--- src/rtl/xorshift_bank_range_draw_defines.svh ---
// Assertion helpers for the RTL datapath
`ifndef XORSHIFT_BANK_RANGE_DRAW_DEFINES_SVH
`define XORSHIFT_BANK_RANGE_DRAW_DEFINES_SVH

// same-cycle implication
`define XBRD_ASSERT_NOW(label, clk, rst_n, ante, cons) \
  label: assert property (@(posedge clk) disable iff (!rst_n) (ante) |-> (cons)) \
    else $error("xbrd check failed");

// next-cycle implication
`define XBRD_ASSERT_NEXT(label, clk, rst_n, ante, cons) \
  label: assert property (@(posedge clk) disable iff (!rst_n) (ante) |=> (cons)) \
    else $error("xbrd check failed");

`endif

--- src/rtl/xbrd_pkg.sv ---
package xbrd_pkg;

  localparam int LANES_DEF     = 32;
  localparam int MAX_TRIES_DEF = 1024;

  localparam int OP_W    = 2;
  localparam int LANE_W  = 5;
  localparam int STATE_W = 64;
  localparam int VAL_W   = 32;

  // lane, seed_value, range_low, range_high, value_mask, padded to bytes
  localparam int IN_TDATA_W  = 168;
  // drawn_value, lane_state
  localparam int OUT_TDATA_W = 96;

  localparam logic [OP_W-1:0] OP_SEED = 2'd0;
  localparam logic [OP_W-1:0] OP_DRAW = 2'd1;
  localparam logic [OP_W-1:0] OP_READ = 2'd2;

  localparam int SH_A = 13;
  localparam int SH_B = 7;
  localparam int SH_C = 17;

  function automatic logic [STATE_W-1:0] xs_step(input logic [STATE_W-1:0] s);
    logic [STATE_W-1:0] t;
    t = s ^ (s << SH_A);
    t = t ^ (t >> SH_B);
    t = t ^ (t << SH_C);
    return t;
  endfunction

  typedef struct packed {
    logic capture;
    logic load;
    logic step;
    logic finish;
  } cmd_t;

  typedef struct packed {
    logic is_draw;
    logic lane_ok;
    logic hit;
    logic last_try;
    logic out_free;
  } sts_t;

endpackage

--- src/rtl/xorshift_bank_range_draw.sv ---
// Bank of LANES 64-bit xorshift generators (13, 7, 17) with ranged draws.
// Input stream: in_tuser carries the operation (seed, draw, read; code 3
// reads), in_tdata the lane, seed and draw range/mask. Output stream: one
// item per input item, with drawn_value and lane_state in out_tdata and the
// give-up flag in out_tuser.
// One item is in work at a time. Seed and read pass the bank read, load
// and result registers before out_tvalid rises; a new item is taken only
// after the last one's result is registered. A draw on a lane in the bank
// then takes 1 to MAX_TRIES xorshift steps, one at a time, in the single
// step unit feeding the range compare; a draw that finds no value in
// MAX_TRIES steps returns zero, sets the flag and keeps the state reached.
// The next item is taken once the result sits in the output register, so a
// stalled receiver holds one result while the following item is accepted
// and worked on; that item then waits for the register to empty.
// Reset clears the control only; lanes hold nothing defined until seeded.
// A lane index at or beyond LANES changes nothing and returns all zeros.
module xorshift_bank_range_draw #(
  parameter int LANES     = xbrd_pkg::LANES_DEF,
  parameter int MAX_TRIES = xbrd_pkg::MAX_TRIES_DEF
) (
  input  logic                              clk,
  input  logic                              rst_n,
  input  logic                              in_tvalid,
  output logic                              in_tready,
  // lane[4:0], seed_value[68:5], range_low[100:69], range_high[132:101],
  // value_mask[164:133], zero fill above
  input  logic [xbrd_pkg::IN_TDATA_W-1:0]   in_tdata,
  // operation[1:0]
  input  logic [xbrd_pkg::OP_W-1:0]         in_tuser,
  output logic                              out_tvalid,
  input  logic                              out_tready,
  // drawn_value[31:0], lane_state[95:32]
  output logic [xbrd_pkg::OUT_TDATA_W-1:0]  out_tdata,
  // gave_up[0]
  output logic [0:0]                        out_tuser
);

  xbrd_pkg::cmd_t cmd;
  xbrd_pkg::sts_t sts;

  xbrd_ctrl u_ctrl (
    .clk       (clk),
    .rst_n     (rst_n),
    .in_tvalid (in_tvalid),
    .in_tready (in_tready),
    .sts       (sts),
    .cmd       (cmd)
  );

  xbrd_dp #(
    .LANES     (LANES),
    .MAX_TRIES (MAX_TRIES)
  ) u_dp (
    .clk        (clk),
    .rst_n      (rst_n),
    .in_tdata   (in_tdata),
    .in_tuser   (in_tuser),
    .cmd        (cmd),
    .sts        (sts),
    .out_tready (out_tready),
    .out_tvalid (out_tvalid),
    .out_tdata  (out_tdata),
    .out_tuser  (out_tuser)
  );

endmodule

--- src/rtl/xbrd_dp.sv ---
`include "xorshift_bank_range_draw_defines.svh"

module xbrd_dp #(
  parameter int LANES     = xbrd_pkg::LANES_DEF,
  parameter int MAX_TRIES = xbrd_pkg::MAX_TRIES_DEF
) (
  input  logic                               clk,
  input  logic                               rst_n,
  input  logic [xbrd_pkg::IN_TDATA_W-1:0]    in_tdata,
  input  logic [xbrd_pkg::OP_W-1:0]          in_tuser,
  input  xbrd_pkg::cmd_t                     cmd,
  output xbrd_pkg::sts_t                     sts,
  input  logic                               out_tready,
  output logic                               out_tvalid,
  output logic [xbrd_pkg::OUT_TDATA_W-1:0]   out_tdata,
  output logic [0:0]                         out_tuser
);

  localparam int LANE_AW = (LANES > 1) ? $clog2(LANES) : 1;
  localparam int TRY_W   = (MAX_TRIES > 1) ? $clog2(MAX_TRIES) : 1;
  localparam int SW      = xbrd_pkg::STATE_W;
  localparam int VW      = xbrd_pkg::VAL_W;

  logic [xbrd_pkg::OP_W-1:0]   op_r;
  logic [xbrd_pkg::LANE_W-1:0] lane_r;
  logic [SW-1:0]               seed_r;
  logic [VW-1:0]               lo_r, hi_r, mask_r;

  logic [SW-1:0]     s_r, rd_q;
  logic [TRY_W-1:0]  tries_r;
  logic              hit_r;
  logic [VW-1:0]     drawn_r;

  logic              out_tvalid_r;
  logic [VW-1:0]     out_drawn_r;
  logic [SW-1:0]     out_state_r;
  logic              out_gave_r;

  logic [SW-1:0]     mem [LANES];

  logic [8:0]         lane_ext;
  logic [LANE_AW-1:0] addr;
  logic               lane_ok;
  logic               is_draw;
  logic [SW-1:0]      s_step;
  logic [VW-1:0]      v;
  logic               hit_now;
  logic               out_free;

  assign lane_ext = {4'b0, lane_r};
  assign addr     = lane_ext[LANE_AW-1:0];
  assign lane_ok  = lane_ext < 9'(LANES);
  assign is_draw  = op_r == xbrd_pkg::OP_DRAW;
  assign s_step   = xbrd_pkg::xs_step(s_r);
  assign v        = s_step[VW-1:0] & mask_r;
  assign hit_now  = (v >= lo_r) && (v <= hi_r);
  assign out_free = !out_tvalid_r || out_tready;

  assign sts.is_draw  = is_draw;
  assign sts.lane_ok  = lane_ok;
  assign sts.hit      = hit_now;
  assign sts.last_try = tries_r == TRY_W'(MAX_TRIES - 1);
  assign sts.out_free = out_free;

  // item fields, lowest first: lane, seed_value, range_low, range_high, value_mask
  always_ff @(posedge clk) begin
    if (cmd.capture) begin
      op_r   <= in_tuser;
      lane_r <= in_tdata[4:0];
      seed_r <= in_tdata[68:5];
      lo_r   <= in_tdata[100:69];
      hi_r   <= in_tdata[132:101];
      mask_r <= in_tdata[164:133];
    end
  end

  // lane bank, registered read
  always_ff @(posedge clk) begin
    rd_q <= mem[addr];
    if (cmd.finish && lane_ok) begin
      mem[addr] <= s_r;
    end
  end

  always_ff @(posedge clk) begin
    if (cmd.load) begin
      s_r     <= (op_r == xbrd_pkg::OP_SEED) ? seed_r : rd_q;
      tries_r <= '0;
      hit_r   <= 1'b0;
    end else if (cmd.step) begin
      s_r     <= s_step;
      tries_r <= tries_r + TRY_W'(1);
      hit_r   <= hit_now;
      drawn_r <= v;
    end
  end

  always_ff @(posedge clk) begin
    if (!rst_n) begin
      out_tvalid_r <= 1'b0;
    end else if (cmd.finish) begin
      out_tvalid_r <= 1'b1;
    end else if (out_tready) begin
      out_tvalid_r <= 1'b0;
    end
  end

  // lane beyond the bank: all result fields zero
  always_ff @(posedge clk) begin
    if (cmd.finish) begin
      out_drawn_r <= (lane_ok && hit_r) ? drawn_r : '0;
      out_state_r <= lane_ok ? s_r : '0;
      out_gave_r  <= lane_ok && is_draw && !hit_r;
    end
  end

  assign out_tvalid   = out_tvalid_r;
  assign out_tdata    = {out_state_r, out_drawn_r};
  assign out_tuser[0] = out_gave_r;

  `XBRD_ASSERT_NOW(a_finish_room, clk, rst_n, cmd.finish, out_free)
  `XBRD_ASSERT_NEXT(a_finish_shown, clk, rst_n, cmd.finish, out_tvalid_r)
  `XBRD_ASSERT_NOW(a_giveup_zero, clk, rst_n, out_tvalid_r && out_gave_r, out_drawn_r == '0)
  `XBRD_ASSERT_NOW(a_step_draw, clk, rst_n, cmd.step, is_draw && lane_ok)

endmodule

--- src/rtl/xbrd_ctrl.sv ---
module xbrd_ctrl (
  input  logic           clk,
  input  logic           rst_n,
  input  logic           in_tvalid,
  output logic           in_tready,
  input  xbrd_pkg::sts_t sts,
  output xbrd_pkg::cmd_t cmd
);

  typedef enum logic [2:0] {S_IDLE, S_RD, S_LOAD, S_STEP, S_FIN} state_t;

  state_t state_r;
  logic   in_tready_r;

  always_ff @(posedge clk) begin
    if (!rst_n) begin
      state_r     <= S_IDLE;
      in_tready_r <= 1'b1;
    end else begin
      case (state_r)
        S_IDLE: begin
          if (in_tvalid) begin
            state_r     <= S_RD;
            in_tready_r <= 1'b0;
          end
        end
        S_RD:   state_r <= S_LOAD;
        S_LOAD: state_r <= (sts.is_draw && sts.lane_ok) ? S_STEP : S_FIN;
        S_STEP: begin
          if (sts.hit || sts.last_try) begin
            state_r <= S_FIN;
          end
        end
        S_FIN: begin
          if (sts.out_free) begin
            state_r     <= S_IDLE;
            in_tready_r <= 1'b1;
          end
        end
        default: begin
          state_r     <= S_IDLE;
          in_tready_r <= 1'b1;
        end
      endcase
    end
  end

  assign in_tready   = in_tready_r;
  assign cmd.capture = (state_r == S_IDLE) && in_tvalid;
  assign cmd.load    = state_r == S_LOAD;
  assign cmd.step    = state_r == S_STEP;
  assign cmd.finish  = (state_r == S_FIN) && sts.out_free;

endmodule

--- config.mk ---
export PLATFORM = sky130hd
export DESIGN_NAME = xorshift_bank_range_draw
export DESIGN_NICKNAME = d
export VERILOG_FILES = /design/src/rtl/xbrd_pkg.sv /design/src/rtl/xorshift_bank_range_draw.sv /design/src/rtl/xbrd_dp.sv /design/src/rtl/xbrd_ctrl.sv
export VERILOG_INCLUDE_DIRS = /design/src /design/src/rtl
export SDC_FILE = /design/constraint.sdc
export NUM_CORES = 2
export LEC_CHECK = 0
export ABC_CLOCK_PERIOD_IN_PS = 9700
export BUFFER_PORTS_ARGS = -buffer_cell sky130_fd_sc_hd__buf_2
export CORE_AREA = 5 5 440 442
export CTS_BUF_LIST = sky130_fd_sc_hd__clkbuf_2 sky130_fd_sc_hd__clkbuf_4 sky130_fd_sc_hd__clkbuf_8
export DETAILED_ROUTE_END_ITERATION = 12
export DIE_AREA = 0 0 445 447
export GPL_TIMING_DRIVEN = 0
export PLACE_DENSITY = 0.66
export SETUP_SLACK_MARGIN = 0.2
export SLEW_MARGIN = 10
export SYNTH_ARGS = -nofsm -noshare
export SYNTH_HDL_FRONTEND = slang
export SYNTH_SLANG_ARGS = --single-unit
--- constraint.sdc ---
create_clock -name clk -period 9.7 [get_ports clk]
set_input_delay 0.97 -clock clk [delete_from_list [all_inputs] [get_ports clk]]
set_output_delay 0.97 -clock clk [all_outputs]
set_load 0.01 [all_outputs]
# Word level (Yosys, flattened, before mapping)
# Memories as Yosys holds them, arrays and structs flattened. A register that Yosys moved wholly into a read port is not among the register bits.
# Cells that the tools add are included.
[op_classes]
addsub = 1
div = 0
eq_ne = 9
n_reduce_logical = 19
shift = 0
n_mux = 15
multipliers = 0
bitwise = 6
magnitude_cmp = 3
[ops]
columns = ["cell", "count"]
rows = [
  ["two-way mux 64 bit", 3],
  ["bitwise XOR 64 bit", 2],
  ["bitwise XOR 64 x 57 -> 64 bit", 1],
  ["AND 32 bit", 1],
  ["greater-or-equal comparator 32 bit", 1],
  ["<= comparator 32 bit", 1],
  ["one-hot mux 3 bit (5 select lines)", 1],
  ["two-way mux 3 bit", 4],
  ["adder 10 x 1 -> 10 bit (second input constant)", 1],
  ["equality test 10 bit (second input constant)", 1],
  ["logical AND 1 bit", 7],
  ["equality test 3 x 2 -> 1 bit (second input constant)", 2],
  ["< comparator 5 x 6 -> 1 bit (second input constant)", 1],
  ["two-way mux 1 bit", 6],
  ["AND reduction 3 bit", 2],
  ["inequality test 2 x 1 -> 1 bit (second input constant)", 2],
  ["nonzero test 2 bit", 2],
  ["equality test 3 x 1 -> 1 bit (second input constant)", 1],
  ["equality test 3 bit (second input constant)", 1],
  ["logical NOT 3 bit", 1],
  ["one-hot mux 1 bit (3 select lines)", 1],
  ["OR reduction 3 bit", 1],
  ["equality test 2 x 1 -> 1 bit (second input constant)", 1],
  ["logical NOT 1 bit", 2],
  ["other kinds (5)", 7],
]
[word_totals]
reg_bits = 376
input_bits = 174
out_inout_bits = 99
mem_bits_rw = 2048
elab_cells = 70
latchBits = 0
memories = 1
rom_bits = 0
[mem_list]
columns = ["memory", "depth", "width", "rd", "rd_clocked_by_memory_dff", "wr", "line_no", "rtl"]
rows = [
  ["u_dp.mem", 32, 64, 1, 1, 1, "xbrd_dp.sv:39", "logic [SW-1:0] mem [LANES];"],
]

# Logic depth before layout (Yosys ltp)
[depth]
ltp_word = 9
mapped_depth = 13
ltp_nobuf = 13

# Cells and area by module
# A second synthesis with hierarchy kept.
[hier_totals]
cells_unflattened = 4372
area_unflattened_um2 = 94040.2
[modules_own_cells]
columns = ["mod", "cells_each", "instances", "area_per_inst_um2", "seq_area_each_um2"]
rows = [
  ["xbrd_dp", 4345, 1, 93808.7, 73830.8],
  ["xbrd_ctrl", 27, 1, 231.5, 80.1],
]

# Worst setup path after synthesis
# OpenSTA, ideal clock, no wires.
[synth_path]
path_type = "input -> register"
startpoint = "input port out_tready"
endpoint = "memory u_dp.mem[17][0] (netlist bit) (enable)"
arrival_time_ps = 8809
path_stages = 4
setup_time_ps = 486
path_buffers = 0
path_slack_ps = 405
required_ps = 9214
path_cell_list = "nor2b_1 nor2_1 nand2_1 nor2_1"
[synth_lines]
columns = ["element", "line_no", "rtl"]
rows = [
  ["from (decl)", "xorshift_bank_range_draw.sv:31", "input logic out_tready,"],
  ["to (decl)", "xbrd_dp.sv:39", ""],
]

# Worst setup path after layout
[layout_path]
startpoint = "register u_dp.s_r[7]"
endpoint = "register u_ctrl.state_r[0]"
[layout_via]
elab_chain_cells = 9
elab_cells_between_ends = 10
classes_between = "order compare: 2; eq/ne: 1; bitwise: 4; reduce/logical: 3"
[layout_lines]
columns = ["element", "line_no", "rtl"]
rows = [
  ["from (decl)", "xbrd_dp.sv:29", "logic [SW-1:0] s_r, rd_q;"],
  ["from (signal assigned)", "xbrd_dp.sv:87", "s_r <= (op_r == xbrd_pkg::OP_SEED) ? seed_r : rd_q;"],
  ["from (signal assigned)", "xbrd_dp.sv:91", "s_r <= s_step;"],
  ["bitwise XOR 64 bit *", "xbrd_pkg.sv:26", "t = s ^ (s << SH_A);"],
  ["bitwise XOR 64 x 57 -> 64 bit *", "xbrd_pkg.sv:27", "t = t ^ (t >> SH_B);"],
  ["bitwise XOR 64 bit *", "xbrd_pkg.sv:28", "t = t ^ (t << SH_C);"],
  ["AND 32 bit *", "xbrd_dp.sv:55", "assign v = s_step[VW-1:0] & mask_r;"],
  ["net u_dp.v[30]", "xbrd_dp.sv:46", "logic [VW-1:0] v;"],
  ["greater-or-equal comparator 32 bit / <= comparator 32 bit (equally long branches)", "xbrd_dp.sv:56", "assign hit_now = (v >= lo_r) && (v <= hi_r);"],
  ["logical AND 1 bit *", "xbrd_dp.sv:56", ""],
  ["logical OR 1 bit *", "xbrd_ctrl.sv:30", "if (sts.hit || sts.last_try) begin"],
  ["inequality test 2 x 1 -> 1 bit (no line) *", "--", ""],
  ["AND reduction 3 bit (no line) *", "--", ""],
  ["to (signal assigned)", "xbrd_ctrl.sv:28", "S_LOAD: state_r <= (sts.is_draw && sts.lane_ok) ? S_STEP : S_FIN;"],
  ["to (decl)", "xbrd_ctrl.sv:12", "state_t state_r;"],
]
# The timed path passes the listed nets; every way through them passes the cells marked *.
# A chain may end at the register's enable or synchronous reset.

==> results.json <==
{
  "outcome": "complete, no violations",
  "pre_cts_ws_ns": 3.94,
  "initial_core_util_pct": 49.6,
  "slew_violations": 0,
  "yosysWarnings": 0,
  "globalplace.congestion": 0.875,
  "async_flop_share_pct": 0,
  "drive_above_1_share_pct": 31.4,
  "drt_wl_total_um": 293000,
  "grt_pass1_wl_um": 398000,
  "die_area_um2": 199000,
  "leakage_nw": 36.3,
  "vias": 51485,
  "syn_avg_cell_area_um2": 21.6,
  "setup-tns-final_ns": 0,
  "clk_latency_ns": 1.10,
  "antenna_found_initial": 24,
  "crit_top_cell": "xnor2_1",
  "place.detailed.hpwl_um": 196000,
  "grt_max_degree": 38,
  "ff2ff_setup_slack_ns": 3.84,
  "synth_top_area_share_pct": 77.0,
  "synth-main-ff-cell": "edfxtp_1",
  "ys_types": 54,
  "worst_path_max_delay_cell": "edfxtp_1",
  "layout_common_cells": "edfxtp_1 (2408), mux4_2 (512), clkbuf_8 (456), buf_2 (294), a22oi_1 (256)",
  "die_w_um": 445,
  "netlist_area_um2": 93900,
  "worstRegToRegCells": 12,
  "worstMarginPinSlew_ns": 1.47,
  "fin_skew_ns": 0.0686,
  "worstPathRequired_ns": 10.64,
  "path_cells": "xor2_2, xnor2_1, xnor2_1, and2_1, ha_1, nand2_1, or3_1, nor2_1, nand4_1, o311ai_2, a21oi_2, a21o_1",
  "rsz0062_at_grt": "false",
  "via_per_inst": 6.39,
  "end_kind": "flop",
  "syn_nets": 4581,
  "synthTopCellsByArea": "edfxtp_1 (77%), mux4_2 (12%), a22oi_1 (2.0%)",
  "min_period_ns": 5.86,
  "drt_iter0_drc": 8402,
  "clk_pin_slew_ns": 0.06,
  "final_hold_viol_count": 0,
  "placeableCoreArea_um2": 189000,
  "ir_worst_vdd_mv": 0.152,
  "area_growth_pct": 18.2,
  "io_buffers": 269,
  "dr.pass1.iters": 8,
  "worstPathArrival_ns": 6.80,
  "post-cts-setup-buffers": 0,
  "start_kind": "flop",
  "crit_start": "u_dp.s_r[7]",
  "num_rows": 160,
  "setup_viol": 0,
  "max-clock-path-buffers": 4,
  "cp_slowest_stage_delay_ns": 1.21,
  "layout_commonest_cell": "edfxtp_1",
  "r2r_start": "u_dp.s_r[7]",
  "grt_util_all_layers_pct": 29.2,
  "seq_area_frac_synth_pct": 78.7,
  "max_freq_ghz": 0.171,
  "hold_path_class": "in -> reg",
  "synth_edf_count": 2408,
  "ant_nets": 0,
  "cts_tree": "built",
  "synth-seq-cells": 2488,
  "criticalPathCategory": "reg -> reg",
  "fin_crit_sh_pct": 60.4,
  "maxSlewHeadroom_pct": 2.10,
  "final_nets": 5446,
  "r2r_end": "u_ctrl.state_r[0]",
  "die_h_um": 447,
  "cts_buffers": 403,
  "netlist_instances": 4344,
  "power_density_nw_per_um2": 219,
  "synth_top_area_cell": "edfxtp_1",
  "fin_ws_ns": 3.84,
  "htreeDepth": 5,
  "worstSetupEndpoint": "u_ctrl.state_r[0]",
  "io_pins": 273,
  "grt_pass1_vias": 49860,
  "drc": 0,
  "clock_sinks": 2488,
  "cp_max_fo": 35,
  "wl_per_cell_um": 36.4,
  "cap_violations": 0,
  "cts_root_buf": "clkbuf_8",
  "gr-total-overflow": 0
}
==> flip-flops by register name, summed over array words and instances (netlist names), 10 cells and up <==
name / count
u_dp.mem: 2048
u_dp.hi_r: 32
u_dp.seed_r: 64
u_dp.drawn_r: 32
u_dp.lo_r: 32
u_dp.out_state_r: 64
u_dp.tries_r: 10
u_dp.rd_q: 64
u_dp.mask_r: 32
u_dp.s_r: 64
u_dp.out_drawn_r: 32
==> metal layers <==
layer	vias to the layer above	global-route usage [%]	part of all wire (%)
met2	3953	44.5	46
met1	26900	38.9	36
li1	19893	-	-
met5	-	0	0.012
met4	4	14.6	5.3
met3	735	8.56	13
==> cell families (layout without fill, tap and decap cells) <==
logic type | Yosys count | in the layout | share of synthesized area, %
DFF | 2488 | 2488 | 78.7
muxes | 535 | 535 | 12.5
and+or+nand+nor | 428 | 428 | 2.19
AOI/OAI and AO/OA | 383 | 383 | 2.96
buffers and inverters | 273 | 1460 | 1.12
xor gates and xnor gates | 174 | 174 | 1.65
adders and majority gates | 63 | 63 | 0.839
other | 0 | 20 | 0
==> worst min path at each step <==
stage                     slack [ns]               to            start  cells past startpoint
after floorplan                 0.45  u_dp.tries_r[1]  u_dp.tries_r[1]                      2
after global placement          0.47  u_dp.tries_r[1]  u_dp.tries_r[1]                      2
after detailed placement        0.48  u_dp.tries_r[1]  u_dp.tries_r[1]                      2
after CTS                     0.0001  u_dp.mask_r[18]    in_tdata[151]                      1
after global routing            0.01   u_dp.seed_r[3]      in_tdata[8]                      1
final                           0.07   u_dp.seed_r[3]      in_tdata[8]                      1
==> per-stage QoR <==
step | power (mW) | hold slack [ns] | std cells | cell area (um^2) | utilization, %
5_1_grt | 25.0 | 0.0125 | 8048 | 111000 | 58.7
4_1_cts | 24.3 | 0.000133 | 8009 | 110000 | 58.3
6_report | 24.3 | 0.0734 | 8062 | 111000 | 58.7
3_5_place_dp | 15.2 | 0.476 | 7276 | 102000 | 53.9
3_3_place_gp | 15.1 | 0.470 | 7124 | 98400 | 52.0
2_1_floorplan | 14.0 | 0.449 | 4344 | 93900 | -
==> what timing repair did <==
action,in CTS,in global routing
gates resized for setup,0,0
hold buffers,6,0
endpoints found under the hold margin,6,0
==> cells in the mapped netlist (4+ instances only) <==
cell	instances
a211oi_1	4
a21o_1	20
a21oi_1	12
a22o_1	5
a22oi_1	256
a31oi_1	53
and2_1	59
and3_1	4
buf_1	39
buf_2	21
clkbuf_1	144
dfxtp_1	80
edfxtp_1	2408
ha_1	63
inv_1	69
mux2i_1	21
mux4_2	512
nand2_1	141
nand2b_1	6
nand3_1	12
nand4_1	74
nor2_1	105
nor2b_1	5
nor3_1	7
nor3b_1	5
o211ai_1	4
o21ai_0	12
xnor2_1	137
xor2_1	35
==> cell type report <==
class                   count  area [um^2]
fillers                 13454        78200
flip-flops and latches   2488        73900
multi-input cells        1583        19200
clock buffers             606         7400
repair buffers            460         5350
well taps                2511         3140
plain buffers             204          843
clock inverters           121          830
inverters                  69          262
diodes                     20         50.0
==> critical path: cells and delay by family (launching register included) <==
family	cells	cell delay (ns)
AOI/OAI and AO/OA	3	0.90
xor gates and xnor gates	3	2.25
adders and majority gates	1	0.19
DFF	1	1.21
and+or+nand+nor	5	1.15
==> power breakdown <==
part / total (mW) / switching (mW) / internal [mW]
clock network: 9.25 / 4.10 / 5.15
registers: 12.5 / 0.298 / 12.2
logic: 2.59 / 1.64 / 0.946
(Power assumes the default switching activity.)
